$ cat config.mk
export PLATFORM = sky130hd
export DESIGN_NAME = block_buffer_cache_lru
export DESIGN_NICKNAME = d
export VERILOG_FILES = /design/src/rtl/blbc_pkg.sv /design/src/rtl/block_buffer_cache_lru.sv /design/src/rtl/blbc_mem.sv /design/src/rtl/blbc_scan.sv
export SDC_FILE = /design/constraint.sdc
export NUM_CORES = 2
export LEC_CHECK = 0
export BUFFER_PORTS_ARGS = -buffer_cell sky130_fd_sc_hd__buf_2
export CAP_MARGIN = 40
export CORE_MARGIN = 5
export CORE_UTILIZATION = 41
export CTS_BUF_LIST = sky130_fd_sc_hd__clkbuf_8 sky130_fd_sc_hd__clkbuf_16
export DETAILED_ROUTE_END_ITERATION = 16
export HOLD_SLACK_MARGIN = 0.05
export PLACE_DENSITY_LB_ADDON = 0.3
export SLEW_MARGIN = 20
export SYNTH_ARGS = -nofsm -noshare
export SYNTH_HDL_FRONTEND = slang
export SYNTH_SLANG_ARGS = --single-unit
$ cat constraint.sdc
create_clock -name clk -period 15.7 [get_ports clk]
set_clock_uncertainty 0.15 [all_clocks]
set_input_delay 2.355 -clock clk [delete_from_list [all_inputs] [get_ports clk]]
set_output_delay 2.355 -clock clk [all_outputs]
set_load 0.005 [all_outputs]
$ cat src/rtl/blbc_pkg.sv
package blbc_pkg;

	localparam int ENTRIES_DEF = 32;

	localparam int OP_W     = 2;
	localparam int DEV_W    = 8;
	localparam int BLK_W    = 24;
	localparam int IDX_W    = 5;
	localparam int TIME_W   = 32;
	localparam int CNT_W    = 8;
	localparam int STATUS_W = 2;

	localparam logic [OP_W-1:0] OP_GET     = 2'd0;
	localparam logic [OP_W-1:0] OP_RELEASE = 2'd1;
	localparam logic [OP_W-1:0] OP_PIN     = 2'd2;
	localparam logic [OP_W-1:0] OP_UNPIN   = 2'd3;

	localparam logic [STATUS_W-1:0] STATUS_OK        = 2'd0;
	localparam logic [STATUS_W-1:0] STATUS_NO_FREE   = 2'd1;
	localparam logic [STATUS_W-1:0] STATUS_UNDERFLOW = 2'd2;

	localparam logic [CNT_W-1:0] CNT_MAX = '1;
	localparam logic [CNT_W-1:0] CNT_ONE = CNT_W'(1);

	// One table entry as stored in the entry memory.
	typedef struct packed {
		logic [DEV_W-1:0]  device;
		logic [BLK_W-1:0]  block;
		logic              assigned;
		logic [CNT_W-1:0]  count;
		logic [TIME_W-1:0] rtime;
		logic              dvalid;
	} rec_t;

	// Scan unit control from the sequencer.
	typedef struct packed {
		logic clear;
		logic sample;
	} scan_ctl_t;

	// Saturating count increment.
	function automatic logic [CNT_W-1:0] cnt_inc(input logic [CNT_W-1:0] c);
		return (c == CNT_MAX) ? c : c + 1'b1;
	endfunction

endpackage

$ cat src/rtl/block_buffer_cache_lru.sv
// LRU disk block buffer cache, tag and bookkeeping only. A transaction is taken
// when start is high and busy is low; its result appears on entry, hit,
// needs_read and status for exactly one cycle with done high, and must be
// captured then, since there is no way to hold it off. A get walks the whole
// entry memory through its single read port, one entry per cycle, looking for
// the first matching assigned tag and the free entry with the oldest release
// time (lowest index on ties): after the drain and commit states done rises,
// and the next start is taken in that same cycle, so one get ends before the
// next is taken. Release, pin and unpin do one read of the addressed entry and,
// unless they underflow, one write; an entry_index beyond the table answers
// status ok in the cycle after accept and touches nothing. Counts saturate at
// 255, an unpin or release at count zero answers underflow, and a miss with
// every entry referenced answers no free buffer with entry 0. The table is
// ready right after reset: unwritten entries read as zero.
module block_buffer_cache_lru #(
	parameter int ENTRIES = blbc_pkg::ENTRIES_DEF
) (
	input  logic                            clk,
	input  logic                            arst_n,
	input  logic                            start,
	input  logic [blbc_pkg::OP_W-1:0]       op,
	input  logic [blbc_pkg::DEV_W-1:0]      device,
	input  logic [blbc_pkg::BLK_W-1:0]      block_number,
	input  logic [blbc_pkg::IDX_W-1:0]      entry_index,
	input  logic [blbc_pkg::TIME_W-1:0]     now,
	output logic                            busy,
	output logic                            done,
	output logic [blbc_pkg::IDX_W-1:0]      entry,
	output logic                            hit,
	output logic                            needs_read,
	output logic [blbc_pkg::STATUS_W-1:0]   status
);

	localparam int AW = $clog2(ENTRIES);

	typedef enum logic [2:0] {
		ST_IDLE,
		ST_SCAN,
		ST_DRAIN,
		ST_COMMIT,
		ST_READ,
		ST_MODIFY
	} state_t;

	state_t                          state_q;
	logic [AW-1:0]                   ptr_q;
	logic                            done_q;
	logic [blbc_pkg::IDX_W-1:0]      entry_q;
	logic                            hit_q;
	logic                            needs_read_q;
	logic [blbc_pkg::STATUS_W-1:0]   status_q;

	// Transaction fields held while the transaction is in flight.
	logic [blbc_pkg::OP_W-1:0]       op_q;
	logic [blbc_pkg::DEV_W-1:0]      device_q;
	logic [blbc_pkg::BLK_W-1:0]      block_q;
	logic [blbc_pkg::IDX_W-1:0]      entry_index_q;
	logic [blbc_pkg::TIME_W-1:0]     now_q;

	// Read pipeline: which entry the memory data belongs to.
	logic                            samp_s1;
	logic [AW-1:0]                   samp_idx_s1;

	logic                            accept;
	logic                            in_range;
	blbc_pkg::scan_ctl_t             scan_ctl;

	logic                            rd_en;
	logic [AW-1:0]                   rd_addr;
	blbc_pkg::rec_t                  rd_rec;
	logic                            wr_en;
	logic [AW-1:0]                   wr_addr;
	blbc_pkg::rec_t                  wr_data;

	logic                            scan_hit;
	logic [AW-1:0]                   scan_hit_idx;
	blbc_pkg::rec_t                  scan_hit_rec;
	logic                            scan_free;
	logic [AW-1:0]                   scan_free_idx;
	logic [blbc_pkg::TIME_W-1:0]     scan_free_time;

	logic [blbc_pkg::IDX_W-1:0]      res_entry;
	logic                            res_hit;
	logic                            res_rd;
	logic [blbc_pkg::STATUS_W-1:0]   res_status;

	assign busy     = (state_q != ST_IDLE);
	assign accept   = start && !busy;
	assign in_range = (32'(entry_index) < 32'(ENTRIES));

	assign scan_ctl.clear  = accept && (op == blbc_pkg::OP_GET);
	assign scan_ctl.sample = samp_s1;

	blbc_mem #(
		.ENTRIES (ENTRIES),
		.AW      (AW)
	) u_mem (
		.clk     (clk),
		.arst_n  (arst_n),
		.rd_en   (rd_en),
		.rd_addr (rd_addr),
		.rd_data (rd_rec),
		.wr_en   (wr_en),
		.wr_addr (wr_addr),
		.wr_data (wr_data)
	);

	blbc_scan #(
		.ENTRIES (ENTRIES),
		.AW      (AW)
	) u_scan (
		.clk        (clk),
		.arst_n     (arst_n),
		.ctl        (scan_ctl),
		.idx        (samp_idx_s1),
		.rec        (rd_rec),
		.device     (device_q),
		.block      (block_q),
		.hit_found  (scan_hit),
		.hit_idx    (scan_hit_idx),
		.hit_rec    (scan_hit_rec),
		.free_found (scan_free),
		.free_idx   (scan_free_idx),
		.free_time  (scan_free_time)
	);

	// Memory access and the read-modify-write decision for the closing cycle.
	always_comb begin
		rd_en      = (state_q == ST_SCAN) || (state_q == ST_READ);
		rd_addr    = (state_q == ST_SCAN) ? ptr_q : AW'(entry_index_q);
		wr_en      = 1'b0;
		wr_addr    = AW'(entry_index_q);
		wr_data    = rd_rec;
		res_entry  = entry_index_q;
		res_hit    = 1'b0;
		res_rd     = 1'b0;
		res_status = blbc_pkg::STATUS_OK;
		case (state_q)
			ST_COMMIT: begin
				if (scan_hit) begin
					// Hit: bump the count, mark data valid, keep tag and time.
					wr_en          = 1'b1;
					wr_addr        = scan_hit_idx;
					wr_data        = scan_hit_rec;
					wr_data.count  = blbc_pkg::cnt_inc(scan_hit_rec.count);
					wr_data.dvalid = 1'b1;
					res_entry      = (blbc_pkg::IDX_W)'(scan_hit_idx);
					res_hit        = 1'b1;
					res_rd         = !scan_hit_rec.dvalid;
				end else if (scan_free) begin
					// Miss: retag the oldest free entry, keep its release time.
					wr_en            = 1'b1;
					wr_addr          = scan_free_idx;
					wr_data.device   = device_q;
					wr_data.block    = block_q;
					wr_data.assigned = 1'b1;
					wr_data.count    = blbc_pkg::CNT_ONE;
					wr_data.rtime    = scan_free_time;
					wr_data.dvalid   = 1'b1;
					res_entry        = (blbc_pkg::IDX_W)'(scan_free_idx);
					res_rd           = 1'b1;
				end else begin
					res_entry  = '0;
					res_status = blbc_pkg::STATUS_NO_FREE;
				end
			end
			ST_MODIFY: begin
				if (op_q == blbc_pkg::OP_PIN) begin
					wr_en         = 1'b1;
					wr_data.count = blbc_pkg::cnt_inc(rd_rec.count);
				end else if (rd_rec.count == '0) begin
					res_status = blbc_pkg::STATUS_UNDERFLOW;
				end else begin
					wr_en         = 1'b1;
					wr_data.count = rd_rec.count - 1'b1;
					// Stamp the time only on the release that frees the entry.
					if ((op_q == blbc_pkg::OP_RELEASE) &&
						(rd_rec.count == blbc_pkg::CNT_ONE)) begin
						wr_data.rtime = now_q;
					end
				end
			end
			default: ;
		endcase
	end

	// Sequencer: state and the registered result.
	always_ff @(posedge clk or negedge arst_n) begin
		if (!arst_n) begin
			state_q      <= ST_IDLE;
			ptr_q        <= '0;
			done_q       <= 1'b0;
			entry_q      <= '0;
			hit_q        <= 1'b0;
			needs_read_q <= 1'b0;
			status_q     <= blbc_pkg::STATUS_OK;
		end else begin
			done_q <= 1'b0;
			case (state_q)
				ST_IDLE: begin
					if (accept) begin
						if (op == blbc_pkg::OP_GET) begin
							state_q <= ST_SCAN;
							ptr_q   <= '0;
						end else if (in_range) begin
							state_q <= ST_READ;
						end else begin
							// Drop an entry beyond the table: answer at once.
							done_q       <= 1'b1;
							entry_q      <= entry_index;
							hit_q        <= 1'b0;
							needs_read_q <= 1'b0;
							status_q     <= blbc_pkg::STATUS_OK;
						end
					end
				end
				ST_SCAN: begin
					ptr_q <= ptr_q + 1'b1;
					if (ptr_q == AW'(ENTRIES - 1)) begin
						state_q <= ST_DRAIN;
					end
				end
				ST_DRAIN: begin
					state_q <= ST_COMMIT;
				end
				ST_READ: begin
					state_q <= ST_MODIFY;
				end
				ST_COMMIT, ST_MODIFY: begin
					state_q      <= ST_IDLE;
					done_q       <= 1'b1;
					entry_q      <= res_entry;
					hit_q        <= res_hit;
					needs_read_q <= res_rd;
					status_q     <= res_status;
				end
				default: begin
					state_q <= ST_IDLE;
				end
			endcase
		end
	end

	always_ff @(posedge clk or negedge arst_n) begin
		if (!arst_n) begin
			samp_s1 <= 1'b0;
		end else begin
			samp_s1 <= (state_q == ST_SCAN);
		end
	end

	always_ff @(posedge clk) begin
		samp_idx_s1 <= ptr_q;
		if (accept) begin
			op_q          <= op;
			device_q      <= device;
			block_q       <= block_number;
			entry_index_q <= entry_index;
			now_q         <= now;
		end
	end

	assign done       = done_q;
	assign entry      = entry_q;
	assign hit        = hit_q;
	assign needs_read = needs_read_q;
	assign status     = status_q;

	// A result only follows a closing cycle or an out-of-table accept.
	a_done_source: assert property (@(posedge clk) disable iff (!arst_n)
		done |-> ($past(state_q) == ST_COMMIT) || ($past(state_q) == ST_MODIFY) ||
			$past(start && !busy))
		else $error("result without a finished transaction");

	// The scan walks the table one entry per cycle.
	a_scan_step: assert property (@(posedge clk) disable iff (!arst_n)
		(state_q == ST_SCAN) && ($past(state_q) == ST_SCAN) |->
			ptr_q == AW'($past(ptr_q) + 1'b1))
		else $error("scan pointer skipped");

	// Assigned entries always carry valid data, so a hit never needs a read.
	a_hit_clean: assert property (@(posedge clk) disable iff (!arst_n)
		done && hit |-> !needs_read && (status == blbc_pkg::STATUS_OK))
		else $error("hit with invalid data or bad status");

	a_wr_range: assert property (@(posedge clk) disable iff (!arst_n)
		wr_en |-> (32'(wr_addr) < 32'(ENTRIES)))
		else $error("write beyond the table");

endmodule

$ cat src/rtl/blbc_mem.sv
module blbc_mem #(
	parameter int ENTRIES = blbc_pkg::ENTRIES_DEF,
	parameter int AW      = $clog2(ENTRIES)
) (
	input  logic                 clk,
	input  logic                 arst_n,
	input  logic                 rd_en,
	input  logic [AW-1:0]        rd_addr,
	output blbc_pkg::rec_t       rd_data,
	input  logic                 wr_en,
	input  logic [AW-1:0]        wr_addr,
	input  blbc_pkg::rec_t       wr_data
);

	blbc_pkg::rec_t       mem_q [ENTRIES];
	blbc_pkg::rec_t       rd_raw_q;
	logic [ENTRIES-1:0]   written_q;
	logic                 rd_written_q;

	always_ff @(posedge clk) begin
		if (wr_en) begin
			mem_q[wr_addr] <= wr_data;
		end
		if (rd_en) begin
			rd_raw_q <= mem_q[rd_addr];
		end
	end

	// Entries never written read as the all-zero reset record.
	always_ff @(posedge clk or negedge arst_n) begin
		if (!arst_n) begin
			written_q    <= '0;
			rd_written_q <= 1'b0;
		end else begin
			if (wr_en) begin
				written_q[wr_addr] <= 1'b1;
			end
			if (rd_en) begin
				rd_written_q <= written_q[rd_addr];
			end
		end
	end

	assign rd_data = rd_written_q ? rd_raw_q : '0;

endmodule

$ cat src/rtl/blbc_scan.sv
module blbc_scan #(
	parameter int ENTRIES = blbc_pkg::ENTRIES_DEF,
	parameter int AW      = $clog2(ENTRIES)
) (
	input  logic                          clk,
	input  logic                          arst_n,
	input  blbc_pkg::scan_ctl_t           ctl,
	input  logic [AW-1:0]                 idx,
	input  blbc_pkg::rec_t                rec,
	input  logic [blbc_pkg::DEV_W-1:0]    device,
	input  logic [blbc_pkg::BLK_W-1:0]    block,
	output logic                          hit_found,
	output logic [AW-1:0]                 hit_idx,
	output blbc_pkg::rec_t                hit_rec,
	output logic                          free_found,
	output logic [AW-1:0]                 free_idx,
	output logic [blbc_pkg::TIME_W-1:0]   free_time
);

	logic                        hit_found_q;
	logic                        free_found_q;
	logic [AW-1:0]               hit_idx_q;
	logic [AW-1:0]               free_idx_q;
	blbc_pkg::rec_t              hit_rec_q;
	logic [blbc_pkg::TIME_W-1:0] free_time_q;
	logic                        is_hit;
	logic                        is_better;

	// Keep the first tag match; keep a free entry only on a strictly older time.
	assign is_hit = ctl.sample && !hit_found_q && rec.assigned &&
		(rec.device == device) && (rec.block == block);
	assign is_better = ctl.sample && (rec.count == '0) &&
		(!free_found_q || (rec.rtime < free_time_q));

	always_ff @(posedge clk or negedge arst_n) begin
		if (!arst_n) begin
			hit_found_q  <= 1'b0;
			free_found_q <= 1'b0;
		end else if (ctl.clear) begin
			hit_found_q  <= 1'b0;
			free_found_q <= 1'b0;
		end else begin
			if (is_hit) begin
				hit_found_q <= 1'b1;
			end
			if (is_better) begin
				free_found_q <= 1'b1;
			end
		end
	end

	always_ff @(posedge clk) begin
		if (is_hit) begin
			hit_idx_q <= idx;
			hit_rec_q <= rec;
		end
		if (is_better) begin
			free_idx_q  <= idx;
			free_time_q <= rec.rtime;
		end
	end

	assign hit_found  = hit_found_q;
	assign hit_idx    = hit_idx_q;
	assign hit_rec    = hit_rec_q;
	assign free_found = free_found_q;
	assign free_idx   = free_idx_q;
	assign free_time  = free_time_q;

endmodule

; ---- Word-level counts from Yosys, hierarchy flattened
; Memories as Yosys holds them, arrays and structs flattened. A register that Yosys moved wholly into a read port is not among the register bits.
; Cells that the tools add are included.
[classes]
addsub = 4
bitwise_logic = 1
reduce_logical = 26
n_lt_le_gt_ge = 4
eq_ne = 16
n_mux = 51
[ops]
columns = op, n
row1 = 2-to-1 mux 74 bit, 3
row2 = one-hot mux 40 bit (2 select lines), 1
row3 = 2-to-1 mux 32 bit, 2
row4 = 2-to-1 mux 5 bit, 9
row5 = 2-to-1 mux 40 bit, 1
row6 = 2-to-1 mux 33 bit, 1
row7 = less-than comparator 32 bit, 1
row8 = OR 32 bit, 1
row9 = equality test 24 bit, 1
row10 = 2-to-1 mux 8 bit, 3
row11 = 2-to-1 mux 1 bit, 20
row12 = adder 8 x 1 -> 8 bit (second input constant), 2
row13 = equality test 8 bit (second input constant), 2
row14 = less-than comparator 5 x 6 -> 1 bit (second input constant), 2
row15 = one-hot mux 3 bit (4 select lines), 1
row16 = logical AND 1 bit, 10
row17 = one-hot mux 5 bit (2 select lines), 1
row18 = 2-to-1 mux 3 bit, 3
row19 = equality test 8 x 1 -> 1 bit (second input constant), 1
row20 = equality test 8 bit, 1
row21 = zero test 8 bit, 1
row22 = subtractor 8 x 1 -> 8 bit (second input constant), 1
row23 = equality test 3 x 2 -> 1 bit (second input constant), 2
row24 = equality test 3 bit (second input constant), 2
row25 = 22 further kinds, 30
[totals]
mem_count = 1
ram_bits = 2368
register_bits = 246
inputBits = 74
[mem_list]
columns = memory, depth, word_bits, rd, rd_clocked_by_memory_dff, wr, line_no
row1 = u_mem.mem_q, 32, 74, 1, 1, 1, blbc_mem.sv:15  ; blbc_pkg::rec_t mem_q [ENTRIES];

; ---- Depth between registers and ports, before layout
[logic_depth]
ltp_word = 8
ltp_mapped = 12
mapped_depth_nobuf = 9

; ---- Cells and area by module
; A second synthesis with hierarchy kept.
[hier_totals]
cells_unflattened = 4709
hier_area_um2 = 104461.4
[modules_own_cells]
columns = module, area_per_inst_um2, cells_per_inst, seq_area_each_um2, n_inst
row1 = blbc_mem, 93903.8, 3807, 74156.1, 1
row2 = block_buffer_cache_lru, 5839.4, 621, 2707.6, 1
row3 = blbc_scan, 4718.3, 281, 3533.4, 1

; ---- Worst setup path before layout
; No wires, ideal clock.
[synth_path]
path_type = reg-to-reg
from = register u_mem.rd_written_q
to = register u_scan.hit_idx_q[0], in the netlist u_scan.hit_idx[0], enable pin
t_required_ns = 14.835
slack_ns = 5.835
arrival_time_ns = 9.000
stages_incl_launch_ff = 7
setup_ns = 0.715
path_buffers = 2
cell_sequence = dfrtp_1 clkbuf_1 clkbuf_1 nand2_1 a2111oi_0 nand4_1 nor4_1
[synth_between]
elab_chain_cells = 4
[synth_rtl]
columns = item, line_no
row1 = start: declaration, blbc_mem.sv:18  ; logic rd_written_q;
row2 = start signal: assignment, blbc_mem.sv:39  ; rd_written_q <= written_q[rd_addr];
row3 = 2-to-1 mux 74 bit *, blbc_mem.sv:44  ; assign rd_data = rd_written_q ? rd_raw_q : '0;
row4 = equality test 8 bit / logical AND 1 bit (equally long branches), "blbc_scan.sv:31, blbc_scan.sv:30"
row5 = logical AND 1 bit, blbc_scan.sv:30  ; assign is_hit = ctl.sample && !hit_found_q && rec.assigned &&
row6 = logical AND 1 bit *, blbc_scan.sv:31  ; (rec.device == device) && (rec.block == block);
row7 = named net u_scan.is_hit, blbc_scan.sv:26  ; logic is_hit;
row8 = end signal: assignment, blbc_scan.sv:54  ; hit_idx_q <= idx;
row9 = end: declaration, blbc_scan.sv:22  ; logic [AW-1:0] hit_idx_q;
; The timed path passes the listed nets; every way through them passes the cells marked *.
; A chain may end at the register's enable or synchronous reset.

; ---- Worst setup path in the final report
[layout_path]
from = register state_q[1]
to = register, netlist name u_mem.rd_raw_q[32]
[layout_between]
elab_chain_cells = 2
[layout_rtl]
columns = item, line_no
row1 = start: declaration, block_buffer_cache_lru.sv:45  ; state_t state_q;
row2 = start signal: assignment, block_buffer_cache_lru.sv:190  ; state_q <= ST_IDLE;
row3 = start signal: assignment, block_buffer_cache_lru.sv:203  ; state_q <= ST_SCAN;
row4 = start signal: assignment, block_buffer_cache_lru.sv:206  ; state_q <= ST_READ;
row5 = equality test 3 x 1 -> 1 bit / equality test 3 bit (equally long branches), "block_buffer_cache_lru.sv:129, block_buffer_cache_lru.sv:130"
row6 = 2-to-1 mux 5 bit / logical OR 1 bit (equally long branches), "block_buffer_cache_lru.sv:130, block_buffer_cache_lru.sv:129"
; Parallel ways exist; a longest one is shown, timed or not.

==> impl_metrics.ini <==
[outcome]
status = complete, no violations

[die]
placeableCoreArea_sq_mm = 0.2618
initial_core_util_pct = 41.09
die_h_um = 522.2
die_area_sq_mm = 0.2727
row_count = 188
io_pins = 85
die_w_um = 522.2

[placement]
dp.cells = 9658
dpl.hpwl_um = 164500
place_ws_ns = 9.364
gp_congestion = 0.8368
numPortBuffers = 84

[routing]
drt_iter0_drc = 6815
ant_nets = 0
first_pass_iters = 8
wl_um = 288600
drt-vias-per-instance = 5.757
num_vias = 58541
routedWlPerCell_um = 28.38
drc = 0

[logic_synthesis]
synth_top_area_cell = edfxtp_1
ys_ff_latch = 2688
synth_top_cell_area_share_pct = 73.39
avgSynthCellArea_sq_um = 17.55
synth_fp_nets = 6241
yosysWarnings = 0
ys_types = 77
ys_top_cells_by_area = edfxtp_1, mux2i_1, o22ai_1
ys_async_sr_fraction_pct = 2.009
yosysSeqAreaShare_pct = 74.74
synth_common_cells = edfxtp_1, mux2i_1, o22ai_1
syn_area_sq_mm = 0.1076
synth_edf_count = 2629
yosysMostFrequentCell = edfxtp_1
synthesis.instances = 6130
synth_ff_type = edfxtp_1

[clock_tree]
postCtsSetupRepairBufs = 0
clockRootBuffer = clkbuf_16
clk_pin_slew_ns = 0.06
cts_tree = built
cts_resized = 0
cts_htree_levels = 5
hold_buffers = 0
clock_sinks = 2688
numCtsBuffers = 279
clk_latency_ns = 0.85
clockBufferDepth = 4

[sta]
fin_crit_ns = 6.194
rsz0062_at_grt = no
worstMarginPinSlew_ns = 1.152
min_period_over_period_pct = 39.46
maxSlewHeadroom_pct = 23.22
setup_ws_ns = 9.506
fmax_mhz = 161.4
setup_tns_ns = 0
slew_violations = 0
finalSetupViolations = 0
hold_violations = 0

[pwr]
power_density_mw_per_mm2 = 179.5
leakagePower_nw = 44.07
vdd.ir_drop.worst_mv = 0.2546

[finish]
nFillCells = 21786
finalNonFillerCells = 10169
syn2layout_area_growth_pct = 14.54
fin_nets = 6548
multi_input_area_sq_mm = 0.02592
drive_gt1_share_pct = 12.79
regArea_sq_mm = 0.08040

[setup_path]
crit_top_cell = buf_4
crit_arrival_ns = 6.60
path_max_fanout = 58
max_stage_delay_ns = 0.71
cp-end-kind = flop
critPathSlowestCell = buf_4
critPathLaunchType = flop
required_ns = 16.11
critPathKind = reg2reg
worstPathCellList = and4bb_2, buf_4, a21o_4, buf_4, buf_4, buf_4, buf_16, buf_4, buf_16, mux2i_1, mux2i_1, o22ai_1, nor4_1
reg2reg_slack_ns = 9.51

[grt]
grt_pass1_wl_um = 411900
antenna_found_initial = 9
overflow = 0
grt_pass1_vias = 56724
grt_max_degree = 133
grt_usage_pct = 20.58

[min_path]
hold_class = reg2reg

[flow_run]
cap_violations = 0
-- logic make-up after synthesis --
family	share of synthesized area [%]
AO/OA/AOI/OAI	4.300
XOR/XNOR	0.1303
adder cells (fa/ha/maj)	0.4303
buffers and inverters	1.716
flip-flops	74.74
multiplexers	15.73
AND/OR/NAND/NOR	2.960
-- where the power goes --
group          internal (W)  switching, W  total (W)
Combinational       0.00252       0.00415    0.00667
Sequential          0.00884      0.000306    0.00915
Clock               0.00361       0.00269    0.00630
-- sequential cells by signal (all words and copies together), names as in the netlist, 8 cells and up --
signal            flops
block_q              24
u_mem.rd_raw_q       74
u_scan.free_time     32
now_q                32
u_scan.hit_rec       74
u_mem.mem_q        2368
device_q              8
u_mem.written_q      32
-- cell type report --
| type | count | share of cell area, % |
|---|---|---|
| multi-input cells | 3049 | 21.04 |
| clock buffers | 289 | 5.860 |
| inverters | 58 | 0.1787 |
| diodes | 8 | 0.01625 |
| clock inverters | 201 | 1.121 |
| repair buffers | 361 | 2.965 |
| well taps | 3515 | 3.569 |
| flip-flops and latches | 2688 | 65.25 |
-- stage by stage --
step	total power (W)	hold WS [ns]	cell area, sq um	utilization [%]
6_report	0.02212	0.2867	123200	47.06
5_1_grt	0.02295	0.2935	123200	47.06
4_1_cts	0.02215	0.2876	123000	46.97
3_5_place_dp	0.01586	0.2691	114400	43.69
3_3_place_gp	0.01565	0.2614	112800	43.09
2_1_floorplan	0.01377	0.2537	107600	-
-- per-layer routing --
metal  vias to the layer above  track usage (%)  share of wire [%]  wire [um]
met3                       424            2.970                7.7      22240
met1                     30538            30.61                 44     127400
met5                         -                0                  0          0
li1                      25098                -                  -          -
met2                      2481            31.89                 46     131700
met4                         0            5.358                2.6       7360
-- critical path, delay by kind of cell (launching register included) --
kind / cells / cell delay [ns]
and+or+nand+nor: 2 / 0.46
DFF: 1 / 0.56
buffers and inverters: 7 / 3.25
AOI/OAI and AO/OA: 2 / 0.87
muxes: 2 / 0.37
-- path summary, 6_finish.rpt --
check                               start                  to  cells past startpoint
min                        samp_idx_s1[1]  u_scan.free_idx[1]                      0
min reg2reg                samp_idx_s1[1]  u_scan.free_idx[1]                      0
max in group asynchronous          arst_n  u_mem.rd_written_q                      3
max reg2reg                    state_q[1]  u_mem.rd_raw_q[32]                     13
min in group asynchronous          arst_n            entry[2]                      2
max                            state_q[1]  u_mem.rd_raw_q[32]                     13
-- layout by cell type, fill, tap and decap left out, types with 49 or more instances in the layout --
| cell | n |
|---|---|
| edfxtp_1 | 2629 |
| mux2i_1 | 1673 |
| o22ai_1 | 308 |
| clkbuf_16 | 288 |
| buf_4 | 189 |
| nand2_1 | 146 |
| inv_1 | 121 |
| nor2_1 | 95 |
| buf_2 | 85 |
| nor4_1 | 76 |
| nor2b_1 | 70 |
| and2_1 | 62 |
| a221oi_1 | 60 |
| a21oi_1 | 59 |
| dfrtp_1 | 53 |
| clkinv_1 | 52 |
| clkinv_2 | 51 |
| o21ai_0 | 49 |
Note: power is estimated with default switching activity, not from simulation.
